===== config.mk =====
export PLATFORM = sky130hd
export DESIGN_NAME = icf_ctrl
export DESIGN_NICKNAME = d
export VERILOG_FILES = /design/src/hw/rtl/icf_pkg.sv /design/src/hw/rtl/icf_ctrl.sv
export SDC_FILE = /design/constraint.sdc
export NUM_CORES = 1
export LEC_CHECK = 0
export BUFFER_PORTS_ARGS = -buffer_cell sky130_fd_sc_hd__buf_2
export CORE_UTILIZATION = 51
export CTS_BUF_LIST = sky130_fd_sc_hd__clkbuf_4 sky130_fd_sc_hd__clkbuf_8 sky130_fd_sc_hd__clkbuf_16
export DETAILED_ROUTE_END_ITERATION = 16
export PLACE_DENSITY_LB_ADDON = 0.08
export REMOVE_ABC_BUFFERS = 1
export SLEW_MARGIN = 25
export SYNTH_ARGS = -nofsm -noshare
export SYNTH_HDL_FRONTEND = slang
export SYNTH_SLANG_ARGS = --single-unit

===== constraint.sdc =====
create_clock -name clk -period 1.6 [get_ports clk]
set_input_delay 0.32 -clock clk [delete_from_list [all_inputs] [get_ports clk]]
set_output_delay 0.32 -clock clk [all_outputs]
set_load 0.05 [all_outputs]

===== src/hw/rtl/icf_pkg.sv =====
// ----------------------------------------------------------------------------
// icf_pkg
// Shared types, constants and the arctangent table of the attitude filter.
// ----------------------------------------------------------------------------
package icf_pkg;

    // Configuration register indexes.
    localparam logic [1:0] CFG_ALPHA  = 2'd0;
    localparam logic [1:0] CFG_PERIOD = 2'd1;
    localparam logic [1:0] CFG_RANGE  = 2'd2;

    localparam logic [15:0] ALPHA_RESET  = 16'd64225;
    localparam logic [15:0] PERIOD_RESET = 16'd10000;
    localparam logic [2:0]  RANGE_RESET  = 3'd4;

    // Accelerometer values enter the CORDIC scaled by 2^14.
    localparam int ACC_PRESHIFT = 14;
    // Square root of a 60-bit operand: one result bit per step.
    localparam int SQRT_STEPS   = 30;
    localparam int SQRT_OP_W    = 2 * SQRT_STEPS;
    // CORDIC x/y width; covers the gain of a 2^29.5 input vector.
    localparam int CORDIC_W     = 33;
    localparam int TABLE_LEN    = 24;
    localparam int TABLE_IDX_W  = 5;
    // Step counter of the controller, wide enough for the longest phase.
    localparam int CNT_W        = 5;

    // Gyro step denominator: 2048 LSB/dps times 10^6 us/s.
    localparam logic [31:0] GYRO_DEN = 32'd2048000000;

    typedef logic [31:0] atan_tbl_t [TABLE_LEN];

    // atan(2^-i) in degrees, Q24.
    localparam atan_tbl_t ATAN_Q24 = '{
        32'd754974720, 32'd445687602, 32'd235489088, 32'd119537938,
        32'd60000934,  32'd30029717,  32'd15018523,  32'd7509720,
        32'd3754917,   32'd1877466,   32'd938734,    32'd469367,
        32'd234684,    32'd117342,    32'd58671,     32'd29335,
        32'd14668,     32'd7334,      32'd3667,      32'd1833,
        32'd917,       32'd458,       32'd229,       32'd115
    };

    // Table entry rounded half up to the given number of fraction bits.
    function automatic logic [31:0] atan_step(input logic [TABLE_IDX_W-1:0] idx,
                                              input int frac_bits);
        logic [31:0] raw;
        raw = ATAN_Q24[idx];
        return (raw + (32'd1 << (23 - frac_bits))) >> (24 - frac_bits);
    endfunction

    // Commands from the controller to the datapath.
    typedef struct packed {
        logic             load;
        logic             prep;
        logic             run;
        logic             pinit;
        logic             pitch;
        logic             mul;
        logic             sum;
        logic             commit;
        logic [CNT_W-1:0] cnt;
    } icf_cmd_t;

    typedef enum logic [7:0] {
        S_IDLE  = 8'b0000_0001,
        S_PREP  = 8'b0000_0010,
        S_RUN   = 8'b0000_0100,
        S_PINIT = 8'b0000_1000,
        S_PITCH = 8'b0001_0000,
        S_MUL   = 8'b0010_0000,
        S_SUM   = 8'b0100_0000,
        S_OUT   = 8'b1000_0000
    } icf_state_t;

endpackage


===== src/hw/rtl/icf_ctrl.sv =====
// ----------------------------------------------------------------------------
// icf_ctrl
// Sequencer of the attitude filter: steps the datapath through its phases
// and owns the input and output handshakes.
// ----------------------------------------------------------------------------
module icf_ctrl
    import icf_pkg::*;
#(
    parameter int ITER    = 16,
    parameter int RUN_LEN = 30
)
(
    input  logic     clk,
    input  logic     rst_n,
    input  logic     in_valid,
    output logic     in_stall,
    output logic     out_valid,
    input  logic     out_stall,
    output icf_cmd_t cmd
);

    icf_state_t       state_reg, state_next;
    logic [CNT_W-1:0] cnt_reg, cnt_next;
    logic             out_valid_reg, out_valid_next;
    logic             out_free;

    assign in_stall  = (state_reg != S_IDLE);
    assign out_valid = out_valid_reg;
    assign out_free  = !out_valid_reg || !out_stall;

    always_comb
    begin
        state_next     = state_reg;
        cnt_next       = cnt_reg;
        out_valid_next = out_valid_reg && out_stall;
        cmd            = '0;
        cmd.cnt        = cnt_reg;
        case (state_reg)
            S_IDLE:
            begin
                if (in_valid)
                begin
                    cmd.load   = 1'b1;
                    state_next = S_PREP;
                end
            end
            S_PREP:
            begin
                cmd.prep   = 1'b1;
                cnt_next   = '0;
                state_next = S_RUN;
            end
            S_RUN:
            begin
                cmd.run  = 1'b1;
                cnt_next = cnt_reg + 1'b1;
                if (cnt_reg == CNT_W'(RUN_LEN - 1))
                begin
                    state_next = S_PINIT;
                end
            end
            S_PINIT:
            begin
                cmd.pinit  = 1'b1;
                cnt_next   = '0;
                state_next = S_PITCH;
            end
            S_PITCH:
            begin
                cmd.pitch = 1'b1;
                cnt_next  = cnt_reg + 1'b1;
                if (cnt_reg == CNT_W'(ITER - 1))
                begin
                    state_next = S_MUL;
                end
            end
            S_MUL:
            begin
                cmd.mul    = 1'b1;
                state_next = S_SUM;
            end
            S_SUM:
            begin
                cmd.sum    = 1'b1;
                state_next = S_OUT;
            end
            S_OUT:
            begin
                // The result register is free once the previous transaction leaves.
                if (out_free)
                begin
                    cmd.commit     = 1'b1;
                    out_valid_next = 1'b1;
                    state_next     = S_IDLE;
                end
            end
            default:
            begin
                state_next = S_IDLE;
            end
        endcase
    end

    always_ff @(posedge clk or negedge rst_n)
    begin
        if (!rst_n)
        begin
            state_reg     <= S_IDLE;
            cnt_reg       <= '0;
            out_valid_reg <= 1'b0;
        end
        else
        begin
            state_reg     <= state_next;
            cnt_reg       <= cnt_next;
            out_valid_reg <= out_valid_next;
        end
    end

endmodule


==> results of run 1 <==
cells by family after synthesis:
kind of cell,after synthesis
mux,1
buf+inv,9
compound gates,9
flops,14
simple gates,41
fa+ha+maj,3
xor+xnor,2
final timing paths:
kind	startpoint	endpoint	slack [ns]	depth (start not counted)
min in group asynchronous	rst_n	state_reg[2]	0.44	2
max reg2reg	state_reg[3]	state_reg[0]	-0.11	7
max in group asynchronous	rst_n	state_reg[0]	0.86	2
min reg2reg	cnt_reg[1]	cnt_reg[1]	0.60	2
max	state_reg[3]	cmd[6]	-0.35	5
min	in_valid	state_reg[1]	0.33	3
metrics by stage:
stage	util	hold slack, ns
2_1_floorplan	-	0.0244
3_3_place_gp	0.697	0.227
3_5_place_dp	0.697	0.235
4_1_cts	0.833	0.300
5_1_grt	0.860	0.335
6_report	0.860	0.328
critical path, cell delays in order, from the launching register on:
cell	delay, ns
dfrtp_1	0.43
nor4_4	0.32
buf_4	0.19
nand2_1	0.08
nor2_2	0.14
buf_6	0.18
what timing repair did:
item / CTS / global route
setup buffers: 8 / 5
gates resized for setup: 28 / 7
hold buffers: 1 / 0
endpoints found under the setup margin: 10 / 17
pin swaps: 5 / 5
endpoints found under the hold margin: 13 / 0
final cells by class:
| class | count | area, um^2 |
|---|---|---|
| clock buffers | 4 | 30.0 |
| fillers | 83 | 211 |
| inverters | 7 | 26.3 |
| multi-input cells | 56 | 510 |
| flip-flops and latches | 14 | 353 |
| well taps | 16 | 20.0 |
| repair buffers | 44 | 355 |
cells in the final DEF, fill, tap and decap left out, drive strengths merged, types with 3 or more instances in the layout:
cell,instances
nor4b,3
inv,7
nand3,5
nand2,9
ha,3
nor2,10
clkbuf,4
dfrtp,13
buf,43
synthesized netlist by cell type (all sizes together), types with 2 or more instances:
library cell | count | share of area
a21oi | 2 | 0.012
nor4 | 2 | 0.051
nand3 | 5 | 0.042
ha | 3 | 0.045
nand2b | 2 | 0.015
nor2b | 2 | 0.015
nor2 | 10 | 0.045
and3 | 2 | 0.015
dfrtp | 13 | 0.39
nor4b | 3 | 0.068
nand2 | 9 | 0.041
o211ai | 2 | 0.018
nand4 | 2 | 0.015
inv | 7 | 0.032
buf | 2 | 0.018
and4b | 2 | 0.024
xor2 | 2 | 0.021
o22ai | 2 | 0.015
power breakdown:
group / switching (uW) / leakage [uW] / internal (uW)
Combinational: 846 / 0.000473 / 719
Clock: 124 / 0.0000184 / 114
Sequential: 82.7 / 0.000188 / 435
Total: 1050 / 0.000679 / 1270
routing by layer:
metal / track usage / vias to the layer above / wire (um)
met5: 0 / - / 0
met4: 0.113 / 0 / 77
met3: 0.0388 / 10 / 50
met2: 0.468 / 17 / 1140
met1: 0.306 / 371 / 936
li1: - / 372 / -
==> flow_summary.toml, run 1 <==
[cts]
htree_levels = 1
clk_latency_ns = 0.29
cts_tree = "yes"
numCtsBuffers = 3
clockRootBuffer = "clkbuf_4"
cts.sinks = 14
clockBufferDepth = 2
cts.clk_slew.worst_paths_ns = 0.09

[synth]
synth.distinct_cells = 27
synth_area_um2 = 827
synthMuxAreaShare = 0.0121
yosysWarnings = 0
synth_edf_count = 0
synthCells = 79
yosys.area_share.simple = 0.352
synth_compound_area_frac = 0.0938
yosysSeqAreaShare = 0.425
ys_ff_latch = 14
synthFlopType = "dfrtp_1"
synth_top_family_by_area = "simple AND/OR/NAND/NOR gates"
synthXorXnorAreaFrac = 0.0212
synthArstFlopShare = 1.00
synthAdderAreaFrac = 0.0454
syn_avg_cell_area_um2 = 10.5

[die]
die_x_um = 42.3
core.rowCount = 14
core_area_um2 = 1510
ioPinCount = 19
start_util = 0.549
fp.dieArea_um2 = 1790
chipHeight_um = 42.3

[power]
power.leakage_uw = 0.000679
vdd_drop_max_mv = 1.26
p_per_area_nw_per_um2 = 1790
total_power_uw = 2320

[timing]
tightest_slew_ns = 0.367
rsz0062_at_grt = "yes"
slew_headroom = 0.753
finalHoldViolCount = 0
fmax_mhz = 514
finalSetupViolCount = 12
worst_slack_ns = -0.345
min_period_ns = 1.95
setup_tns_ns = -2.89
period_share = 1.22
skew_ns = 0.00805
slew_viol_final = 0

[grt]
antenna_found_initial = 0
grt_max_degree = 15
track_usage = 0.261
grt_pass1_vias = 776
grt_remaining_overflow = 0
grt_pass1_wl_um = 3380

[placed_design]
io_buffers = 18
placed_cells = 128
hpwl_um = 1420
gp_congestion = 0.847
pre_cts_slack_ns = -0.125
post_dp_cell_area_um2 = 1050

[final_layout]
stdcell_count = 141
largest_reg_flops = 8
drive_gt1_frac = 0.520
nets = 133
area_growth_pct = 56.6
finish.instance_area_um2 = 1290
antenna_cells = 0

[route]
dr_total_vias = 770
drtAntennaViolNets = 0
drt-initial-drc-count = 16
drt-pass1-iter-count = 4
routed_via_density = 5.46
drt-total-wl_um = 2210
post_drt_wl_per_cell_um = 15.7
drc = 0

[critical_path]
critPathRequiredTime_ns = 1.28
cp-end-kind = "output pin"
worstSetupStartpointType = "flip-flop"
crit_type = "reg2out"
cp.arrival_ns = 1.63
worstPathMaxFanout = 4

[hold_path]
min_path_type = "in2reg"

[run_status]
status = "complete, but fails checks"
violations = "negative setup slack"

[run]
maxCapViolCount = 0
Power figures use the tool's default switching activity.
==> inputs of run 2 (changes only) <==
Settings changed: CORE_MARGIN set to 2.
==> run 2 against run 1 <==
The flow still finishes with violations (negative setup slack); via count is 26% higher; clock skew up 0.0022 ns; critical path depth unchanged; combinational power up 25%; sequential share of layout area decreased by 3.0 points; critical path type unchanged; critical endpoint is now cmd[11].
==> flow_summary.toml, run 2 (same netlist as run 1, synthesis figures left out) <==
[placed_design]
pre_cts_slack_ns = -0.0613
post_dp_cell_area_um2 = 1090
gp_congestion = 0.801
hpwl_um = 1410
io_buffers = 18

[grt]
grt_remaining_overflow = 0
grt_pass1_wl_um = 4480
grt_max_degree = 15
antenna_found_initial = 0
track_usage = 0.333
grt_pass1_vias = 876

[critical_path]
critPathRequiredTime_ns = 1.28
r2r_setup_slack_ns = -0.26
critPathLaunch = "state_reg[3]"
reg2reg_from = "state_reg[3]"
cp-end-kind = "output pin"
slowest_stage = "dfrtp_1"
crit_type = "reg2out"
crit_path_cell_trace = "nor4_4, buf_6, nand4b_1, inv_1, buf_6"
worstPathMaxFanout = 5
max_stage_delay_ns = 0.46
worstSetupStartpointType = "flip-flop"
crit_top_cell = "buf_6"
cp.arrival_ns = 1.70

[timing]
tightest_slew_ns = 0.381
finalHoldViolCount = 0
rsz0062_at_grt = "yes"
skew_ns = 0.0102
worst_slack_ns = -0.421
min_period_ns = 2.02
slew_headroom = 0.745
fmax_mhz = 495
slew_viol_final = 0
finalSetupViolCount = 19
hold_ws_ns = 0.344
period_share = 1.26

[run]
maxCapViolCount = 0

[route]
routed_via_density = 6.45
drtAntennaViolNets = 0
drt-total-wl_um = 3870
dr_total_vias = 968
drt-initial-drc-count = 33
post_drt_wl_per_cell_um = 25.8
drt-pass1-iter-count = 4
drc = 0

[power]
pwr-share-clk = 0.097
total_power_uw = 2770
p_sw_frac = 0.479
power_frac_comb = 0.706
p_seq_frac = 0.198
intPower_uw = 1450
vdd_drop_max_mv = 1.30
p_per_area_nw_per_um2 = 1900
power_switching_uw = 1330
power.leakage_uw = 0.000731

[cts]
clockBufferDepth = 2
cts.sinks = 14
cts.clk_slew.worst_paths_ns = 0.10
numCtsBuffers = 3
clockRootBuffer = "clkbuf_4"
htree_levels = 1
clk_latency_ns = 0.28
cts_tree = "yes"

[die]
core.rowCount = 14
chipHeight_um = 44.3
fp.dieArea_um2 = 1960
die_x_um = 44.3
core_area_um2 = 1510
start_util = 0.549
ioPinCount = 19

[final_layout]
mostFrequentLayoutCell = "buf_4"
largest_reg_flops = 8
drive_gt1_frac = 0.634
final_cell_mix = "buf_4, buf_6, dfrtp_1"
finish.instance_area_um2 = 1460
antenna_cells = 0
nets = 142
area_growth_pct = 76.6

[hold_path]
min_path_type = "in2reg"
hp-start = "in_valid"

[run_status]
violations = "negative setup slack"
status = "complete, but fails checks"
## run 2: cell types whose count changed in the layout (fill, tap and decap cells not counted), sizes merged
cell | before | now
buf | 43 | 52
## run 2: final timing paths
path | end | depth (start not counted)
min in group asynchronous | state_reg[2] | 2
worst min register to register | cnt_reg[0] | 2
worst max-delay path | cmd[11] | 5
worst max register to register | state_reg[3] | 9
max in group asynchronous | state_reg[0] | 2
worst min-delay path | state_reg[1] | 3
## run 2: timing repair
item | CTS | global route
setup endpoints to repair | 11 | 18
gates resized for setup | 39 | 19
hold buffers | 1 | 0
pin swaps | 13 | 11
buffers inserted | 13 | 6
hold endpoints to repair | 13 | 0
## run 2: metrics by stage
stage	utilization	setup TNS, ns	instances
after floorplan	-	-2.78	77
after global placement	0.722	-0.131	133
after detailed placement	0.722	-0.245	133
after CTS	0.903	-1.96	148
after global routing	0.969	-4.81	150
final	0.969	-4.30	150
## run 2: final cells by class
type                            instances  area, um^2
Multi-Input combinational cell         56         574
Fill cell                              25        46.3
Tap cell                               16        20.0
Inverter                                7        26.3
Timing Repair Buffer                   53         449
Sequential cell                        14         354
Clock buffer                            4        36.3
## run 2: power groups by stage
| stage | Combinational (uW) | Clock (uW) | Sequential [uW] |
|---|---|---|---|
| global placement | 1180 | 0 | 519 |
| finish | 1960 | 268 | 548 |
| CTS | 1600 | 257 | 517 |
| detailed placement | 1190 | 0 | 520 |
| floorplan | 666 | 0 | 607 |
| global route | 2010 | 282 | 551 |
## run 2: critical path, delay by kind of cell (launching register included)
family                 cells  cell delay (ns)
DFF                        1             0.46
and+or+nand+nor            2             0.49
buffers and inverters      3             0.46
## run 2: routing by layer
layer	up-vias	share of wire	track usage
li1	388	-	-
met2	81	0.50	0.629
met3	36	0.072	0.0449
met1	463	0.35	0.373
met4	0	0.077	0.127
met5	-	0	0
